### src/hdl/dllt_pkg.sv
// ----------------------------------------------------------------------------
// dllt_pkg
// Shared types and constants for the two-lane lap timer: command codes,
// digit radices and the packed input and result words.
// ----------------------------------------------------------------------------
`default_nettype none

package dllt_pkg;

  localparam logic [2:0] CMD_TICK      = 3'd0;
  localparam logic [2:0] CMD_START     = 3'd1;
  localparam logic [2:0] CMD_LAP_MARK  = 3'd2;
  localparam logic [2:0] CMD_NEW_LAP   = 3'd3;
  localparam logic [2:0] CMD_SHOW_BEST = 3'd4;
  localparam logic [2:0] CMD_RESET     = 3'd5;

  localparam int MS_PER_TENTH   = 100;
  localparam int TENTHS_PER_SEC = 10;
  localparam int SEC_PER_MIN    = 60;

  localparam logic [15:0] HOLD_RESET = 16'd2000;

  localparam logic [1:0] ADDR_HOLD_MS = 2'd0;

  typedef struct packed {
    logic [2:0] command;
    logic       lane;
  } item_t;

  typedef struct packed {
    logic [5:0] seconds_a;
    logic [3:0] tenths_a;
    logic [5:0] seconds_b;
    logic [3:0] tenths_b;
    logic       live;
    logic       new_record;
  } result_t;

endpackage

`default_nettype wire

### src/hdl/dual_lane_lap_timer.sv
// A word is accepted into the input register, and its result is then
// registered in the result register when the result side is not stalled.
// Throughput: one word per cycle while the result side is not stalled.
// The state update is a single pass of logic between the input register and
// the result register; each lane keeps its times as decimal digit counters.
// Reset (synchronous, active high) stops both lanes, clears all times, best
// laps and pipeline valids, and loads hold_ms with 2000.
// ----------------------------------------------------------------------------
// dual_lane_lap_timer
// Two-lane lap timer with display hold and best-lap memory, fed by
// millisecond ticks and lane events, reporting seconds and tenths per lane.
// ----------------------------------------------------------------------------
`default_nettype none

module dual_lane_lap_timer #(
  parameter int TIME_BITS = 32
) (
  input  wire                   clk,
  input  wire                   rst,
  input  wire                   item_valid,
  output logic                  item_stall,
  input  dllt_pkg::item_t       item,
  output logic                  result_valid,
  input  wire                   result_stall,
  output dllt_pkg::result_t     result,
  input  wire                   psel,
  input  wire                   penable,
  input  wire                   pwrite,
  input  wire  [1:0]            paddr,
  input  wire  [31:0]           pwdata,
  output logic [31:0]           prdata,
  output logic                  pready
);

  typedef struct packed {
    logic [6:0] ms;
    logic [3:0] tenth;
    logic [5:0] sec;
  } digits_t;

  localparam logic [6:0] MS_LAST    = 7'(dllt_pkg::MS_PER_TENTH - 1);
  localparam logic [3:0] TENTH_LAST = 4'(dllt_pkg::TENTHS_PER_SEC - 1);
  localparam logic [5:0] SEC_LAST   = 6'(dllt_pkg::SEC_PER_MIN - 1);

  function automatic digits_t digits_inc(input digits_t d);
    digits_t r;
    r = d;
    if (d.ms == MS_LAST) begin
      r.ms = '0;
      if (d.tenth == TENTH_LAST) begin
        r.tenth = '0;
        r.sec   = (d.sec == SEC_LAST) ? 6'd0 : d.sec + 6'd1;
      end else begin
        r.tenth = d.tenth + 4'd1;
      end
    end else begin
      r.ms = d.ms + 7'd1;
    end
    return r;
  endfunction

  // Configuration
  logic [15:0] hold_ms;
  logic        cfg_write;

  assign pready    = 1'b1;
  assign cfg_write = psel && penable && pwrite && (paddr == dllt_pkg::ADDR_HOLD_MS);
  assign prdata    = (paddr == dllt_pkg::ADDR_HOLD_MS) ? {16'd0, hold_ms} : 32'd0;

  always_ff @(posedge clk) begin
    if (rst) begin
      hold_ms <= dllt_pkg::HOLD_RESET;
    end else if (cfg_write) begin
      hold_ms <= pwdata[15:0];
    end
  end

  // Input register and handshake
  logic            in_full;
  dllt_pkg::item_t item_r;
  logic            advance;
  logic            proc;

  assign advance    = !(result_valid && result_stall);
  assign proc       = in_full && advance;
  assign item_stall = in_full && !advance;

  always_ff @(posedge clk) begin
    if (rst) begin
      in_full <= 1'b0;
    end else if (item_valid && !item_stall) begin
      in_full <= 1'b1;
    end else if (advance) begin
      in_full <= 1'b0;
    end
  end

  always_ff @(posedge clk) begin
    if (item_valid && !item_stall) begin
      item_r <= item;
    end
  end

  // Lane state
  logic [TIME_BITS-1:0] elapsed      [2];
  digits_t              elapsed_d    [2];
  logic                 running      [2];
  logic [15:0]          hold_left    [2];
  digits_t              shown_d      [2];
  logic [TIME_BITS-1:0] best         [2];
  digits_t              best_d       [2];
  logic                 best_valid   [2];
  logic                 updating;

  logic [TIME_BITS-1:0] elapsed_next    [2];
  digits_t              elapsed_d_next  [2];
  logic                 running_next    [2];
  logic [15:0]          hold_left_next  [2];
  digits_t              shown_d_next    [2];
  logic [TIME_BITS-1:0] best_next       [2];
  digits_t              best_d_next     [2];
  logic                 best_valid_next [2];
  logic                 updating_next;
  logic                 record;

  always_comb begin
    for (int i = 0; i < 2; i++) begin
      elapsed_next[i]    = elapsed[i];
      elapsed_d_next[i]  = elapsed_d[i];
      running_next[i]    = running[i];
      hold_left_next[i]  = hold_left[i];
      shown_d_next[i]    = shown_d[i];
      best_next[i]       = best[i];
      best_d_next[i]     = best_d[i];
      best_valid_next[i] = best_valid[i];
    end
    updating_next = updating;
    record        = 1'b0;

    if (proc) begin
      case (item_r.command)
        dllt_pkg::CMD_TICK: begin
          for (int i = 0; i < 2; i++) begin
            if (running[i]) begin
              elapsed_next[i] = elapsed[i] + 1'b1;
              // The digit counters follow the binary count through its wrap.
              elapsed_d_next[i] = (elapsed[i] == '1) ? '0 : digits_inc(elapsed_d[i]);
            end
            if (hold_left[i] != 16'd0) begin
              hold_left_next[i] = hold_left[i] - 16'd1;
            end
            if (updating && hold_left_next[i] == 16'd0) begin
              shown_d_next[i] = running[i] ? elapsed_d_next[i] : '0;
            end
          end
        end
        dllt_pkg::CMD_START: begin
          for (int i = 0; i < 2; i++) begin
            if (item_r.lane == 1'(i)) begin
              elapsed_next[i]   = '0;
              elapsed_d_next[i] = '0;
              running_next[i]   = 1'b1;
            end
          end
          updating_next = 1'b1;
        end
        dllt_pkg::CMD_LAP_MARK: begin
          for (int i = 0; i < 2; i++) begin
            if (item_r.lane == 1'(i)) begin
              hold_left_next[i] = hold_ms;
            end
          end
        end
        dllt_pkg::CMD_NEW_LAP: begin
          for (int i = 0; i < 2; i++) begin
            if (item_r.lane == 1'(i)) begin
              if (running[i]) begin
                shown_d_next[i]   = elapsed_d[i];
                hold_left_next[i] = hold_ms;
                if (!best_valid[i] || elapsed[i] < best[i]) begin
                  best_next[i]       = elapsed[i];
                  best_d_next[i]     = elapsed_d[i];
                  best_valid_next[i] = 1'b1;
                  record             = 1'b1;
                end
              end
              elapsed_next[i]   = '0;
              elapsed_d_next[i] = '0;
              running_next[i]   = 1'b1;
            end
          end
          updating_next = 1'b1;
        end
        dllt_pkg::CMD_SHOW_BEST: begin
          updating_next = 1'b0;
          for (int i = 0; i < 2; i++) begin
            shown_d_next[i] = best_valid[i] ? best_d[i] : '0;
          end
        end
        dllt_pkg::CMD_RESET: begin
          updating_next = 1'b0;
          for (int i = 0; i < 2; i++) begin
            shown_d_next[i] = '0;
          end
        end
        default: begin
        end
      endcase
    end
  end

  always_ff @(posedge clk) begin
    if (rst) begin
      for (int i = 0; i < 2; i++) begin
        elapsed[i]    <= '0;
        elapsed_d[i]  <= '0;
        running[i]    <= 1'b0;
        hold_left[i]  <= '0;
        shown_d[i]    <= '0;
        best[i]       <= '0;
        best_d[i]     <= '0;
        best_valid[i] <= 1'b0;
      end
      updating <= 1'b0;
    end else begin
      for (int i = 0; i < 2; i++) begin
        elapsed[i]    <= elapsed_next[i];
        elapsed_d[i]  <= elapsed_d_next[i];
        running[i]    <= running_next[i];
        hold_left[i]  <= hold_left_next[i];
        shown_d[i]    <= shown_d_next[i];
        best[i]       <= best_next[i];
        best_d[i]     <= best_d_next[i];
        best_valid[i] <= best_valid_next[i];
      end
      updating <= updating_next;
    end
  end

  // Result register
  always_ff @(posedge clk) begin
    if (rst) begin
      result_valid <= 1'b0;
    end else if (advance) begin
      result_valid <= in_full;
    end
  end

  always_ff @(posedge clk) begin
    if (proc) begin
      result.seconds_a  <= shown_d_next[0].sec;
      result.tenths_a   <= shown_d_next[0].tenth;
      result.seconds_b  <= shown_d_next[1].sec;
      result.tenths_b   <= shown_d_next[1].tenth;
      result.live       <= updating_next;
      result.new_record <= record;
    end
  end

`ifndef SYNTH
  // A new record only comes from a new lap, which always turns updates on.
  assert property (@(posedge clk) disable iff (rst)
    result_valid && result.new_record |-> result.live)
    else $error("new_record without live");

  assert property (@(posedge clk) disable iff (rst)
    item_stall |-> result_valid && result_stall)
    else $error("input stalled while the result side is free");

  assert property (@(posedge clk) disable iff (rst)
    elapsed_d[0].ms <= MS_LAST && elapsed_d[0].tenth <= TENTH_LAST &&
    elapsed_d[1].ms <= MS_LAST && elapsed_d[1].tenth <= TENTH_LAST &&
    elapsed_d[0].sec <= SEC_LAST && elapsed_d[1].sec <= SEC_LAST)
    else $error("elapsed digit counter out of range");

  assert property (@(posedge clk)
    rst |=> !result_valid && !in_full)
    else $error("pipeline valid survived reset");
`endif

endmodule

`default_nettype wire
### config.mk
export PLATFORM = sky130hd
export DESIGN_NAME = dual_lane_lap_timer
export DESIGN_NICKNAME = d
export VERILOG_FILES = /design/src/hdl/dllt_pkg.sv /design/src/hdl/dual_lane_lap_timer.sv
export SDC_FILE = /design/constraint.sdc
export NUM_CORES = 1
export LEC_CHECK = 0
export ABC_AREA = 1
export CORE_AREA = 2 2 203 205
export DETAILED_ROUTE_END_ITERATION = 16
export DIE_AREA = 0 0 205 207
export DONT_BUFFER_PORTS = 1
export PLACE_DENSITY = 0.63
export SLEW_MARGIN = 40
export SYNTH_ARGS = -nofsm -noshare
export SYNTH_HDL_FRONTEND = slang
export SYNTH_SLANG_ARGS = --single-unit
### constraint.sdc
create_clock -name clk -period 5.07 [get_ports clk]
set_input_delay 1.521 -clock clk [delete_from_list [all_inputs] [get_ports clk]]
set_output_delay 1.521 -clock clk [all_outputs]
set_load 0.02 [all_outputs]
==> metrics.log <==
INFO  metric cts.hold.buffers_added = 0
INFO  metric clock_tree.htree_level_count = 2
INFO  metric p_total = 0.00560 W
INFO  metric asyncSetResetFlopFracSynth = 0%
INFO  metric cts_resized = 0
INFO  metric route.detailed.drc = 0
INFO  metric remaining_overflow_grt = 0
INFO  metric overall_die_width = 205 µm
INFO  metric initial_cell_density_of_the_core = 42.5%
INFO  metric clockBufferDepth = 3
INFO  metric crit_required = 3550 ps
INFO  metric fin_worst_skew = 13.4 ps
INFO  metric number_of_global_route_vias_before_repair = 15000
INFO  metric wl_met3 = 2.66 mm
INFO  metric hold_viol = 0
INFO  metric ys.warnings.count = 0
INFO  metric cpLargestDelayFamily = simple AND/OR/NAND/NOR gates
INFO  metric synthDominantAreaCellType = sky130_fd_sc_hd__dfxtp_1
INFO  metric final_cells = 3062
INFO  metric power_per_cell_area = 300 nW/µm²
INFO  metric min_delay_path_depth = 2
INFO  metric setup_tns = 0 ps
INFO  metric wl_per_cell = 14.6 µm
INFO  metric reg_clk_slew_reported_paths = 50 ps
INFO  metric final_min_period_over_clock_period = 74.1%
INFO  metric globalplace.congestion = 0.902
INFO  metric finalCoreUtilization = 46.3%
INFO  metric floorplan.die_area = 42400 µm²
INFO  metric fill_cell_count = 4125
INFO  metric layout.cells.most_common = sky130_fd_sc_hd__nand2_1
INFO  metric cts_tree = yes
INFO  metric leakagePower = 7.42 nW
INFO  metric rows = 74
INFO  metric first_drt_iteration_drcs = 1076
INFO  metric place.detailed.instances = 3000
INFO  metric rsz0062_at_grt = false
INFO  metric detail_route.vias_per_cell = 5.26
INFO  metric hold_path_class = reg -> reg
INFO  metric drtPass1Iterations = 5
INFO  metric grt_start_max_net_pins = 118
INFO  metric netlist-cell-type-count = 51
INFO  metric maxCapViolations = 0
INFO  metric post_synth.cell_area_avg = 6.70 µm²
INFO  metric timing.critical_path.depth = 3
INFO  metric floorplan.io_pins = 102
INFO  metric io_buffer_count = 0
INFO  metric synth_seq_cells = 283
INFO  metric crit_slowest_cell = sky130_fd_sc_hd__nor2_1
INFO  metric drt_wl_total = 44.6 mm
INFO  metric layout.cells.most_common_list = sky130_fd_sc_hd__nand2_1, sky130_fd_sc_hd__inv_1, sky130_fd_sc_hd__dfxtp_1
INFO  metric run_status = completed
INFO  metric critPathBufInv = 1
INFO  metric area_growth_syn_to_layout = 8.96%
INFO  metric timing.reg2reg.worst_path_depth = 10
INFO  metric clock.fmax = 266 MHz
INFO  metric max_slew.worst_pin.slew = 764 ps
INFO  metric top_cell_type_s_share_of_synthesized_area = 30.0%
INFO  metric track_usage = 20.9%
INFO  metric dpl.hpwl = 31.0 mm
INFO  metric met1_length = 20.6 mm
INFO  metric synth.cell_area = 17100 µm²
INFO  metric highest-signal-layer = met4
INFO  metric startpoint_type_of_the_worst_setup_path = input pin
INFO  metric post_cts_buffers = 0
INFO  metric share_of_layout_cells_above_drive_strength_1 = 7.20%
INFO  metric max-vdd-ir-drop = 198 µV
INFO  metric final_max_slew_viol_count = 0
INFO  metric grt_pass1_wl = 74.1 mm
INFO  metric cpMostUsedCell = sky130_fd_sc_hd__nor2_1
INFO  metric cts_sinks = 283
INFO  metric crit_path_max_incr_delay = 380 ps
INFO  metric core_area = 40400 µm²
INFO  metric synth_enable_flop_cells = 26
INFO  metric worst_slack = 1310 ps
INFO  metric critical_path_peak_fanout = 16
INFO  metric grt_antenna_before_repair = 1
INFO  metric worstPathCellList = nor2_1, inv_1, nor2_1
INFO  metric syn_inst = 2560
INFO  metric dr_total_vias = 16100
INFO  metric clk_root_buffer_cell = sky130_fd_sc_hd__clkbuf_16
INFO  metric setup-violations-final = 0
INFO  metric timing.slew.headroom = 49.0%
INFO  metric drt.antenna.violating_nets = 0
INFO  metric worst-endpoint-arrival = 2230 ps
INFO  metric clock_latency = 530 ps
INFO  metric cts-buffers-inserted = 35
INFO  metric wl_met2 = 20.0 mm
INFO  metric dpl_worst_slack = 1300 ps
INFO  metric yosys-top-cells-area = sky130_fd_sc_hd__dfxtp_1, sky130_fd_sc_hd__nand2_1, sky130_fd_sc_hd__inv_1
INFO  metric synth_top_flop_cell = sky130_fd_sc_hd__dfxtp_1
INFO  metric ys_seq_area_share = 34.6%
INFO  metric fin_nets = 2625
INFO  metric minimum_period_implied_by_the_final_worst_setup_slack = 3760 ps
INFO  metric crit_path_end_kind = primary output
INFO  metric floorplan.die.height = 207 µm
INFO  metric critPathKind = in -> out
## tightest hold or removal path: cells and delay by family (launching register included)
kind | cells | cell delay [ps]
flops | 1 | 300
simple gates | 1 | 60
compound gates | 1 | 50
## flip-flops by register name, indices dropped and copies added (netlist names)
signal        flops
best             64
best_d           20
best_valid        2
elapsed          64
elapsed_d        34
hold_left        32
hold_ms          16
in_full           1
item_r            4
result           22
result_valid      1
running           2
shown_d          20
updating          1
## logic make-up (layout without fill, tap and decap cells)
group           count (synthesis)  count (layout)  synth area share (%)
fa+ha+maj                      75              75                  5.47
flops                         283             283                  34.6
other cells                     2              18                0.0438
xor+xnor                       21              21                  1.07
simple gates                 1240            1240                  32.6
compound gates                480             480                  15.4
buf+inv                       459             413                  10.8
## area by class of cell
class,count,area [µm²],area share (%)
antenna,1,2.50,0.0134
clock buffer,53,1150,6.14
clock inverter,8,76.3,0.408
inverter,336,1260,6.76
multi-input combinational,1833,9470,50.7
sequential,283,5930,31.7
tap,532,666,3.56
timing repair buffer,16,133,0.710
## power breakdown
part | internal (W) | switching (W)
Clock | 0.00161 | 0.00101
Combinational | 0.000192 | 0.000443
Sequential | 0.00230 | 0.0000472
## metal layers
| layer | up-vias | track usage, % |
|---|---|---|
| met4 | 0 | 7.14 |
| met3 | 78 | 3.37 |
| met5 | - | 0 |
| met2 | 431 | 34.2 |
| met1 | 7325 | 27.8 |
| li1 | 8277 | - |
## final timing paths
check | start | end | slack, ps
worst max-delay path | paddr[1] | prdata[9] | 1310
worst max register to register | item_r[3] | best_d[0][20] | 2000
worst min-delay path | best[0][58] | best[0][58] | 460
worst min register to register | best[0][58] | best[0][58] | 460
## synth_stat cells (2+ instances only)
library cell,n
sky130_fd_sc_hd__a311oi_1,20
sky130_fd_sc_hd__and3_1,2
sky130_fd_sc_hd__xor2_1,18
sky130_fd_sc_hd__o21ai_1,12
sky130_fd_sc_hd__a211oi_1,4
sky130_fd_sc_hd__nand2_2,13
sky130_fd_sc_hd__nor2_8,4
sky130_fd_sc_hd__inv_2,11
sky130_fd_sc_hd__edfxtp_1,26
sky130_fd_sc_hd__conb_1,2
sky130_fd_sc_hd__nand3_2,8
sky130_fd_sc_hd__nor3_2,4
sky130_fd_sc_hd__clkinv_1,2
sky130_fd_sc_hd__nand3_1,193
sky130_fd_sc_hd__nand4_1,34
sky130_fd_sc_hd__o211ai_1,13
sky130_fd_sc_hd__nor2_2,24
sky130_fd_sc_hd__clkbuf_1,70
sky130_fd_sc_hd__nor3_1,57
sky130_fd_sc_hd__nand2_4,6
sky130_fd_sc_hd__xnor2_1,3
sky130_fd_sc_hd__nor2_1,239
sky130_fd_sc_hd__o2111ai_1,4
sky130_fd_sc_hd__nand4_2,3
sky130_fd_sc_hd__a21oi_1,241
sky130_fd_sc_hd__buf_1,6
sky130_fd_sc_hd__a2bb2oi_1,2
sky130_fd_sc_hd__o21ai_0,133
sky130_fd_sc_hd__buf_4,18
sky130_fd_sc_hd__nand3b_1,12
sky130_fd_sc_hd__o21a_1,9
sky130_fd_sc_hd__nand2_1,603
sky130_fd_sc_hd__or2_2,4
sky130_fd_sc_hd__ha_1,75
sky130_fd_sc_hd__buf_6,3
sky130_fd_sc_hd__nor4_1,15
sky130_fd_sc_hd__o21ai_2,3
sky130_fd_sc_hd__inv_1,323
sky130_fd_sc_hd__a31oi_1,35
sky130_fd_sc_hd__dfxtp_1,257
sky130_fd_sc_hd__nor2_4,14
sky130_fd_sc_hd__buf_2,26
## stage by stage
step / hold slack [ps] / area [µm²]
global route: 474 / 18700
finish: 457 / 18700
CTS: 458 / 18700
detailed placement: 450 / 17500
global placement: 445 / 17400
floorplan: 440 / 17200
(Power assumes the default switching activity.)
